**src/ntcot_pkg.sv**
```systemverilog
package ntcot_pkg;

    localparam int SAMPLE_W   = 12;
    localparam int SEG_W      = 5;
    localparam int FRAC_W     = 7;
    localparam int TENTHS_W   = 12;
    localparam int SPAN_W     = 9;
    localparam int PROD_W     = SPAN_W + FRAC_W;
    localparam int MAG_W      = TENTHS_W - 1;
    localparam int DEG_W      = 9;
    localparam int REG_W      = 8;
    localparam int CFG_IDX_W  = 1;
    localparam int S_DATA_W   = 16;
    localparam int M_DATA_W   = 16;

    // divide by 10 as multiply by 2^16/10, exact for magnitudes up to 2047
    localparam int RECIP_SHIFT = 16;
    localparam int RECIP_W     = 13;
    localparam logic [RECIP_W-1:0] RECIP_TEN = RECIP_W'(6554);
    localparam int QPROD_W     = MAG_W + RECIP_W;
    localparam int QUOT_W      = QPROD_W - RECIP_SHIFT;

    localparam logic [REG_W-1:0] STREAK_MAX = '1;
    localparam logic [REG_W-1:0] TRIP_RESET = REG_W'(5);

    typedef enum logic [CFG_IDX_W-1:0] {
        CFG_TEMP_LIMIT = 1'b0,
        CFG_TRIP_COUNT = 1'b1
    } cfg_index_t;

    typedef logic signed [TENTHS_W-1:0] tenths_t;

    // temperature table in tenths of a degree, 33 points, decreasing
    function automatic tenths_t tenths_rom(input logic [SEG_W:0] idx);
        tenths_t v;
        case (idx)
            6'd0:  v = 12'sd1835;
            6'd1:  v = 12'sd1493;
            6'd2:  v = 12'sd1151;
            6'd3:  v = 12'sd969;
            6'd4:  v = 12'sd847;
            6'd5:  v = 12'sd754;
            6'd6:  v = 12'sd678;
            6'd7:  v = 12'sd615;
            6'd8:  v = 12'sd560;
            6'd9:  v = 12'sd511;
            6'd10: v = 12'sd466;
            6'd11: v = 12'sd425;
            6'd12: v = 12'sd386;
            6'd13: v = 12'sd350;
            6'd14: v = 12'sd316;
            6'd15: v = 12'sd282;
            6'd16: v = 12'sd250;
            6'd17: v = 12'sd218;
            6'd18: v = 12'sd187;
            6'd19: v = 12'sd156;
            6'd20: v = 12'sd125;
            6'd21: v = 12'sd93;
            6'd22: v = 12'sd61;
            6'd23: v = 12'sd28;
            6'd24: v = -12'sd6;
            6'd25: v = -12'sd43;
            6'd26: v = -12'sd83;
            6'd27: v = -12'sd126;
            6'd28: v = -12'sd176;
            6'd29: v = -12'sd235;
            6'd30: v = -12'sd311;
            6'd31: v = -12'sd428;
            6'd32: v = -12'sd545;
            default: v = -12'sd545;
        endcase
        return v;
    endfunction

endpackage

```
**src/ntc_overtemp_monitor_unit.sv**
```systemverilog
// Thermistor over-temperature monitor. Each input beat carries one 12-bit
// converter sample; the block looks it up in a 33-point temperature table,
// interpolates between table points, converts to whole degrees and checks it
// against temp_limit (zero turns the check off). Consecutive over-limit samples
// are counted, saturating at 255; once the count exceeds trip_count a sticky
// fault sets and stays set until reset, with alarm_pulse marking the sample
// that set it. One sample is taken every clock unless the output stalls; each
// result is presented from the last of three register stages (input register,
// interpolation register, result register), the interpolation multiply and the
// divide-by-ten multiply each having a stage of their own. Results come out in
// sample order, and m_tready low stalls the pipe only as far back as needed.
module ntc_overtemp_monitor_unit (
    input  logic                                  aclk,
    input  logic                                  aresetn,
    input  logic                                  cfg_wen,
    input  logic [ntcot_pkg::CFG_IDX_W-1:0]       cfg_index,
    input  logic [ntcot_pkg::REG_W-1:0]           cfg_wdata,
    input  logic                                  s_tvalid,
    output logic                                  s_tready,
    // [11:0] adc_sample, [15:12] zero
    input  logic [ntcot_pkg::S_DATA_W-1:0]        s_tdata,
    output logic                                  m_tvalid,
    input  logic                                  m_tready,
    // [8:0] temperature_deg, [9] over_limit, [10] fault_latched,
    // [11] alarm_pulse, [15:12] zero
    output logic [ntcot_pkg::M_DATA_W-1:0]        m_tdata
);

    // configuration
    logic [ntcot_pkg::REG_W-1:0] temp_limit_reg;
    logic [ntcot_pkg::REG_W-1:0] trip_count_reg;

    always_ff @(posedge aclk) begin
        if (!aresetn) begin
            temp_limit_reg <= '0;
            trip_count_reg <= ntcot_pkg::TRIP_RESET;
        end else if (cfg_wen) begin
            case (ntcot_pkg::cfg_index_t'(cfg_index))
                ntcot_pkg::CFG_TEMP_LIMIT: temp_limit_reg <= cfg_wdata;
                ntcot_pkg::CFG_TRIP_COUNT: trip_count_reg <= cfg_wdata;
                default: ;
            endcase
        end
    end

    // pipeline flow control
    logic in_valid_reg;
    logic mid_valid_reg;
    logic out_valid_reg;
    logic out_adv;
    logic mid_adv;
    logic in_adv;

    assign out_adv  = !out_valid_reg || m_tready;
    assign mid_adv  = !mid_valid_reg || out_adv;
    assign in_adv   = !in_valid_reg || mid_adv;
    assign s_tready = in_adv;

    always_ff @(posedge aclk) begin
        if (!aresetn) begin
            in_valid_reg  <= 1'b0;
            mid_valid_reg <= 1'b0;
            out_valid_reg <= 1'b0;
        end else begin
            if (in_adv)  in_valid_reg  <= s_tvalid;
            if (mid_adv) mid_valid_reg <= in_valid_reg;
            if (out_adv) out_valid_reg <= mid_valid_reg;
        end
    end

    // stage 1: sample register
    logic [ntcot_pkg::SAMPLE_W-1:0] sample_reg;

    always_ff @(posedge aclk) begin
        if (in_adv && s_tvalid) begin
            sample_reg <= s_tdata[ntcot_pkg::SAMPLE_W-1:0];
        end
    end

    // stage 2: table lookup and interpolation
    logic [ntcot_pkg::SEG_W-1:0]  seg;
    logic [ntcot_pkg::FRAC_W-1:0] frac;
    ntcot_pkg::tenths_t           lo_pt;
    ntcot_pkg::tenths_t           hi_pt;
    ntcot_pkg::tenths_t           span_full;
    logic [ntcot_pkg::SPAN_W-1:0] span;
    logic [ntcot_pkg::PROD_W-1:0] prod;
    ntcot_pkg::tenths_t           tenths_next;
    ntcot_pkg::tenths_t           tenths_reg;

    always_comb begin
        seg         = sample_reg[ntcot_pkg::SAMPLE_W-1:ntcot_pkg::FRAC_W];
        frac        = sample_reg[ntcot_pkg::FRAC_W-1:0];
        lo_pt       = ntcot_pkg::tenths_rom({1'b0, seg});
        hi_pt       = ntcot_pkg::tenths_rom({1'b0, seg} + 6'd1);
        // table decreases, so the span is never negative
        span_full   = lo_pt - hi_pt;
        span        = span_full[ntcot_pkg::SPAN_W-1:0];
        prod        = ntcot_pkg::PROD_W'(span) * ntcot_pkg::PROD_W'(frac);
        tenths_next = lo_pt - ntcot_pkg::TENTHS_W'(prod >> ntcot_pkg::FRAC_W);
    end

    always_ff @(posedge aclk) begin
        if (mid_adv && in_valid_reg) begin
            tenths_reg <= tenths_next;
        end
    end

    // stage 3: whole degrees, limit check, streak and fault
    logic                            neg;
    logic [ntcot_pkg::MAG_W-1:0]     mag;
    ntcot_pkg::tenths_t              mag_full;
    logic [ntcot_pkg::QPROD_W-1:0]   qprod;
    logic [ntcot_pkg::QUOT_W-1:0]    quot;
    logic signed [ntcot_pkg::DEG_W-1:0] deg;
    logic signed [ntcot_pkg::DEG_W:0]   limit_s;
    logic                            over;
    logic [ntcot_pkg::REG_W-1:0]     streak_reg;
    logic [ntcot_pkg::REG_W-1:0]     streak_next;
    logic                            fault_reg;
    logic                            fault_next;
    logic                            trip;
    logic                            pulse;

    always_comb begin
        neg      = tenths_reg[ntcot_pkg::TENTHS_W-1];
        mag_full = neg ? -tenths_reg : tenths_reg;
        mag      = mag_full[ntcot_pkg::MAG_W-1:0];
        qprod    = ntcot_pkg::QPROD_W'(mag) * ntcot_pkg::QPROD_W'(ntcot_pkg::RECIP_TEN);
        quot     = qprod[ntcot_pkg::QPROD_W-1:ntcot_pkg::RECIP_SHIFT];
        // truncation toward zero: divide the magnitude, then restore the sign
        deg      = neg ? -$signed(ntcot_pkg::DEG_W'(quot)) : $signed(ntcot_pkg::DEG_W'(quot));
        limit_s  = $signed({2'b00, temp_limit_reg});
        over     = (temp_limit_reg != '0) && ($signed({deg[ntcot_pkg::DEG_W-1], deg}) > limit_s);

        if (!over) begin
            streak_next = '0;
        end else if (streak_reg == ntcot_pkg::STREAK_MAX) begin
            streak_next = streak_reg;
        end else begin
            streak_next = streak_reg + 1'b1;
        end
        trip       = over && (streak_next > trip_count_reg);
        pulse      = trip && !fault_reg;
        fault_next = fault_reg || trip;
    end

    logic signed [ntcot_pkg::DEG_W-1:0] deg_reg;
    logic                               over_reg;
    logic                               pulse_reg;

    always_ff @(posedge aclk) begin
        if (!aresetn) begin
            streak_reg <= '0;
            fault_reg  <= 1'b0;
        end else if (out_adv && mid_valid_reg) begin
            streak_reg <= streak_next;
            fault_reg  <= fault_next;
        end
    end

    always_ff @(posedge aclk) begin
        if (out_adv && mid_valid_reg) begin
            deg_reg   <= deg;
            over_reg  <= over;
            pulse_reg <= pulse;
        end
    end

    assign m_tvalid = out_valid_reg;
    assign m_tdata  = {4'b0000, pulse_reg, fault_reg, over_reg, deg_reg};

endmodule

```
**config.mk**
```make
export PLATFORM = sky130hd
export DESIGN_NAME = ntc_overtemp_monitor_unit
export DESIGN_NICKNAME = d
export VERILOG_FILES = /design/src/ntcot_pkg.sv /design/src/ntc_overtemp_monitor_unit.sv
export SDC_FILE = /design/constraint.sdc
export NUM_CORES = 1
export LEC_CHECK = 0
export BUFFER_PORTS_ARGS = -buffer_cell sky130_fd_sc_hd__buf_2
export CAP_MARGIN = 5
export CORE_MARGIN = 1.5
export CORE_UTILIZATION = 45
export DETAILED_ROUTE_END_ITERATION = 10
export GPL_TIMING_DRIVEN = 0
export HOLD_SLACK_MARGIN = 0.05
export SYNTH_ARGS = -nofsm -noshare
export SYNTH_HDL_FRONTEND = slang
export SYNTH_SLANG_ARGS = --single-unit
```
**constraint.sdc**
```tcl
create_clock -name aclk -period 14.5 [get_ports aclk]
set_input_delay 0 -clock aclk [delete_from_list [all_inputs] [get_ports aclk]]
set_output_delay 0 -clock aclk [all_outputs]
set_load 0.03 [all_outputs]
```
==> Flow_metrics.wiki, run 1 <==
{| class="wikitable"
! Metric !! Value
|-
| Status || completed
|-
| Yosys top cell by area || ha_1
|-
| Final antenna diode count || 0
|-
| Clock tree root driver cell || clkbuf_16
|-
| Initial antenna violation count || 0
|-
| Crit Path Class || flip-flop to flip-flop
|-
| Maximum number of pins on one net before global-route repair || 22
|-
| Wire length of the first global-routing pass || 33200 um
|-
| Total vias in the final route || 7306
|-
| Global route overflow || 0
|-
| Fraction of the mapped netlist area in simple logic gates || 16.7%
|-
| Setup violators final || 0
|-
| Combinational family with the most area after synthesis || adder cells
|-
| Least-Margin Pin Slew || 1.05 ns
|-
| Post-Synthesis Cell Area || 9230 sq um
|-
| Area occupied by registers || 1850 sq um
|-
| Area share of the largest cell type after synthesis || 20.3%
|-
| Synthesized netlist cell count || 1044
|-
| Hold path start || aresetn
|-
| Maximum fanout count along the critical path || 10
|-
| Io pins || 48
|-
| Xor and xnor fraction of the mapped netlist area || 5.47%
|-
| Yosys cell types || 74
|-
| Most used standard cell by instance count after synthesis || ha_1
|-
| Number of enable flip-flop cells after synthesis || 35
|-
| Compound-cell area share of the yosys netlist || 14.2%
|-
| Worst EP required || 14.58 ns
|-
| Worst max-slew margin expressed relative to the limit || 30.3%
|-
| Fin crit share || 72.5%
|-
| Top cell types by occurrence after synthesis || ha_1, inv_1, nand2_1
|-
| Total of fill cells in the finished design || 1947
|-
| Top achievable clock speed || 95.2 MHz
|-
| CTS tree || built
|-
| Count of clock tree sinks || 75
|-
| Half-perimeter wire length after detailed placement || 15900 um
|-
| Post-layout net count || 1366
|-
| Cell with the biggest individual delay on the critical path || or4b_4
|-
| Routability cong. || 0.898
|-
| Number of warning messages in the yosys log || 0
|-
| Unrepaired setup endpoints after global routing || no
|-
| Detail-routed via count per cell || 5.23
|-
| Total iterations of the first detailed-routing run || 6
|-
| Antenna violation net count after detailed routing || 0
|-
| Element type at the critical path end || flip-flop
|-
| Area growth syn-to-layout || 11.7%
|-
| Path type of the worst min-delay path || primary input to flip-flop
|-
| Number of global-route vias before repair || 7091
|-
| Launching element type of the critical path || flip-flop
|-
| Worst setup path startpoint || tenths_reg[0]$_DFFE_PP_
|-
| Shortest clock period the worst path allows after layout || 10.51 ns
|-
| Worst-case clock buffer depth || 2
|-
| Post-synthesis register bit count || 75
|-
| Arrival time worst endpoint || 10.59 ns
|-
| Cells taking the most area after synthesis || ha_1, fa_1, edfxtp_1
|-
| Max-slew violation count || 0
|-
| TNS Setup || 0 ns
|-
| Clock transition at the registers of the reported paths || 0.07 ns
|-
| Final Hold Fails || 0
|-
| Maximum level of the CTS H-tree || 3
|-
| Effective utilization at floorplan || 45.8%
|-
| Reg-to-Reg Start || tenths_reg[0]$_DFFE_PP_
|-
| Post-synthesis share of cell area spent on full adders, half adders and majority gates || 34.6%
|-
| Number of maximum-capacitance violations || 0
|-
| Total area of multi-input combinational cells || 6710 sq um
|-
| Clock buffers created by TritonCTS || 9
|-
| Later-pin clock latency in the skew report || 0.33 ns
|-
| Initial drt markers || 392
|-
| Average wire per standard cell || 14.0 um
|-
| Clk_skew || 0.0159 ns
|-
| Die Wd || 146 um
|-
| Total track usage || 18.9%
|-
| Die height || 146 um
|-
| Standard cell core area || 20200 sq um
|-
| DRC violations left || 0
|-
| Maximum single-stage delay on the critical path || 0.58 ns
|-
| Mean post-synth cell area || 8.84 sq um
|-
| Sequential share of the synthesized area || 20.1%
|-
| Rows || 52
|-
| DIE AREA || 21400 sq um
|-
| Port bufs || 38
|-
| Total routed wirelength || 19600 um
|-
| Multiplexer share of the synthesized area || 1.54%
|-
| Async set or reset register ratio after synthesis || 0%
|-
| Fraction of final layout cells with drive strength greater than 1 || 7.55%
|-
| Ys flop type || dfxtp_1
|}
cell type report:
| cell class | instances | area share (%) |
|---|---|---|
| Buffer | 32 | 1.56 |
| Clock buffer | 12 | 2.59 |
| Clock inverter | 4 | 0.291 |
| Inverter | 139 | 5.06 |
| Multi-Input combinational cell | 801 | 65.0 |
| Sequential cell | 75 | 17.9 |
| Tap cell | 270 | 3.27 |
| Timing Repair Buffer | 63 | 4.24 |
layout by cell type (no fill, tap or decap), types with 22 or more instances in the layout:
cell type      count
ha_1             150
inv_1            137
nand2_1          106
nor2_1            68
fa_1              65
a21oi_1           60
dfxtp_1           40
buf_2             38
xnor2_1           36
edfxtp_1          35
o21ai_0           34
nor3_1            25
dlygate4sd3_1     24
clkbuf_1          22
final timing paths:
check / end / slack [ns] / cells past startpoint
worst min register to register: trip_count_reg[7]$_SDFFE_PN0P_ / 0.46 / 2
worst max register to register: pulse_reg$_DFFE_PP_ / 3.99 / 46
worst max-delay path: pulse_reg$_DFFE_PP_ / 3.99 / 46
worst min-delay path: streak_reg[3]$_SDFFE_PN0P_ / 0.09 / 3
layer usage:
layer	global-route usage, %	up-vias	routed length (um)
met5	0	-	0
met4	4.29	0	263
met3	2.66	23	579
met2	33.1	129	9440
met1	24.6	3432	9310
li1	-	3722	-
critical path: cells and delay by family, from the launching register on:
kind / cells / cell delay, ns
adder cells (fa/ha/maj): 10 / 3.64
AO/OA/AOI/OAI: 15 / 2.89
AND/OR/NAND/NOR: 10 / 1.39
XOR/XNOR: 3 / 0.93
buffers and inverters: 8 / 0.89
flip-flops: 1 / 0.51
timing repair:
action,4_1_cts,5_1_grt
hold buffers,24,0
setup buffers,0,0
gates resized for setup,0,0
hold endpoints to repair,30,0
cell families (layout without fill, tap and decap cells):
family | Yosys count | in the layout
AOI/OAI and AO/OA | 197 | 197
xor gates and xnor gates | 56 | 56
adders and majority gates | 217 | 217
buffers and inverters | 171 | 250
DFF | 75 | 75
muxes | 13 | 13
other | 1 | 4
and+or+nand+nor | 314 | 314
stage by stage:
stage	worst slack [ns]	instances	hold WS [ns]	util [%]	instance area [sq um]
4_1_cts	3.96	1396	0.0924	51.2	10300
2_1_floorplan	5.58	1047	0.0989	-	9250
6_report	3.99	1396	0.0948	51.2	10300
5_1_grt	3.28	1396	0.132	51.2	10300
3_3_place_gp	4.00	1355	0.177	48.5	9770
3_5_place_dp	3.96	1356	0.178	48.5	9780
Power of run 1 is left out: the tool's default activity adds up to more than one toggle a clock period on the data nets, which glitch-free logic cannot reach.
==> run 2, diff against run 1 <==
Clock period 14.5 ns to 9.3 ns, I/O delays scaled along.
==> run 2 against run 1 <==
- register-to-register slack got worse by 3.7 ns
- cell area up 8.0%
- maximum frequency is 16% higher
- die area unchanged
- sequential share of layout area down 1.3 points
- via count up 3.3%
- clock-buffer cell count unchanged
- clock skew rose by 0.0011 ns
- largest cell class unchanged
==> Flow_metrics.wiki, run 2 (synthesis results as in run 1) <==
{| class="wikitable"
! Metric !! Value
|-
| Status || completed (unchanged)
|-
| Detail-routed via count per cell || 5.26 (was 5.23)
|-
| Final antenna diode count || 0 (unchanged)
|-
| Top achievable clock speed || 111 MHz (was 95.2 MHz)
|-
| Clock transition at the registers of the reported paths || 0.07 ns (about the same)
|-
| TNS Setup || 0 ns (unchanged)
|-
| Io pins || 48 (unchanged)
|-
| Worst-case clock buffer depth || 2 (unchanged)
|-
| Count of clock tree sinks || 75 (unchanged)
|-
| Crit Path Class || flip-flop to flip-flop (unchanged)
|-
| Element type at the critical path end || flip-flop (unchanged)
|-
| Fin crit share || 97.1% (was 72.5%)
|-
| Final Hold Fails || 0 (unchanged)
|-
| Total iterations of the first detailed-routing run || 6 (unchanged)
|-
| Worst slack after detailed placement || -1.24 ns (was 3.96 ns)
|-
| Post-layout net count || 1405 (was 1366)
|-
| Arrival time worst endpoint || 9.12 ns (was 10.59 ns)
|-
| Most frequent cells in the layout || ha_1, inv_1, nand2_1, nor2_1, fa_1 (unchanged)
|-
| Placed Cells || 1356 (unchanged)
|-
| Initial drt markers || 400 (was 392)
|-
| Worst Setup Slack, final || 0.266 ns (was 3.99 ns)
|-
| Number of maximum-capacitance violations || 0 (unchanged)
|-
| Fin cells || 1435 (was 1396)
|-
| DRC violations left || 0 (unchanged)
|-
| Maximum fanout count along the critical path || 8 (was 10)
|-
| Least-Margin Pin Slew || 1.07 ns (was 1.05 ns)
|-
| Wire length of the first global-routing pass || 33800 um (was 33200 um)
|-
| Maximum number of pins on one net before global-route repair || 22 (unchanged)
|-
| Later-pin clock latency in the skew report || 0.34 ns (was 0.33 ns)
|-
| Hold Slack || 0.0936 ns (was 0.0948 ns)
|-
| Routability cong. || 0.898 (unchanged)
|-
| Path type of the worst min-delay path || primary input to flip-flop (unchanged)
|-
| Total routed wirelength || 20700 um (was 19600 um)
|-
| Cell with the most instances on the worst path || fa_1
|-
| Port bufs || 38 (unchanged)
|-
| Area growth syn-to-layout || 20.7% (was 11.7%)
|-
| Number of global-route vias before repair || 7198 (was 7091)
|-
| Rows || 52 (unchanged)
|-
| Maximum single-stage delay on the critical path || 0.59 ns (was 0.58 ns)
|-
| Fraction of final layout cells with drive strength greater than 1 || 16.5% (was 7.55%)
|-
| Half-perimeter wire length after detailed placement || 15900 um (unchanged)
|-
| Setup violators final || 0 (unchanged)
|-
| Launching element type of the critical path || flip-flop (unchanged)
|-
| Shortest clock period the worst path allows after layout || 9.03 ns (was 10.51 ns)
|-
| Total vias in the final route || 7548 (was 7306)
|-
| DIE AREA || 21400 sq um (unchanged)
|-
| Total track usage || 19.3% (was 18.9%)
|-
| Max-slew violation count || 0 (unchanged)
|-
| Crit path buffers/inverters || 4 (was 8)
|-
| Average wire per standard cell || 14.5 um (was 14.0 um)
|-
| Maximum level of the CTS H-tree || 3 (unchanged)
|-
| Cell with the biggest individual delay on the critical path || fa_1 (was or4b_4)
|-
| Clock tree root driver cell || clkbuf_16 (unchanged)
|-
| Die Wd || 146 um (unchanged)
|-
| Clk_skew || 0.0170 ns (was 0.0159 ns)
|-
| Most common library cell in the layout ignoring fill and taps || ha_1 (unchanged)
|-
| Global route overflow || 0 (unchanged)
|-
| CTS tree || built (unchanged)
|-
| Top Family by Delay on Critical Path || adder cells (unchanged)
|-
| Worst EP required || 9.39 ns (was 14.58 ns)
|-
| Clock buffers created by TritonCTS || 9 (unchanged)
|-
| Initial antenna violation count || 0 (unchanged)
|-
| Antenna violation net count after detailed routing || 0 (unchanged)
|-
| Die height || 146 um (unchanged)
|-
| Standard cell core area || 20200 sq um (unchanged)
|-
| Effective utilization at floorplan || 45.8% (unchanged)
|-
| Worst max-slew margin expressed relative to the limit || 28.3% (was 30.3%)
|}
run 2: worst register-to-register path, delay by kind of cell (launching register included):
kind	cells	cell delay, ns
AOI/OAI and AO/OA	15	2.72
xor gates and xnor gates	2	0.51
adders and majority gates	8	3.05
buffers and inverters	4	0.38
DFF	1	0.39
and+or+nand+nor	10	1.75
run 2: timing repair:
item	in CTS	in global routing
pin swaps	10	34
endpoints found under the hold margin	30	0
setup buffers	17	22
setup endpoints to repair	7	7
hold buffers	24	0
resized for setup	32	71
run 2: path summary, 6_finish.rpt:
check / from / end / slack [ns] / cells past startpoint
max: tenths_reg[8]$_DFFE_PP_ / pulse_reg$_DFFE_PP_ / 0.27 / 39
min: aresetn / streak_reg[5]$_SDFFE_PN0P_ / 0.09 / 3
min reg2reg: trip_count_reg[7]$_SDFFE_PN0P_ / trip_count_reg[7]$_SDFFE_PN0P_ / 0.46 / 2
max reg2reg: tenths_reg[8]$_DFFE_PP_ / pulse_reg$_DFFE_PP_ / 0.27 / 39
run 2: metrics by stage:
| stage | utilization [%] | instance area (sq um) |
|---|---|---|
| after floorplan | - | 9250 |
| after detailed placement | 48.5 | 9780 |
| after CTS | 52.6 | 10600 |
| after global placement | 48.5 | 9770 |
| final | 55.3 | 11100 |
| after global routing | 55.3 | 11100 |
run 2: layer usage:
| metal | share of wire [%] | GRT usage [%] | vias up |
|---|---|---|---|
| li1 | - | - | 3793 |
| met4 | 1.0 | 4.04 | 0 |
| met2 | 50 | 34.4 | 146 |
| met1 | 46 | 24.9 | 3590 |
| met5 | 0 | 0 | - |
| met3 | 2.8 | 2.53 | 19 |
run 2: final cells by class:
type	instances	area, sq um
inverters	139	526
clock buffers	12	268
well taps	270	338
fillers	1852	9020
flip-flops and latches	75	1850
clock inverters	4	30.0
repair buffers	102	731
plain buffers	32	173
multi-input cells	801	7230
Power of run 2 is left out for the same reason.
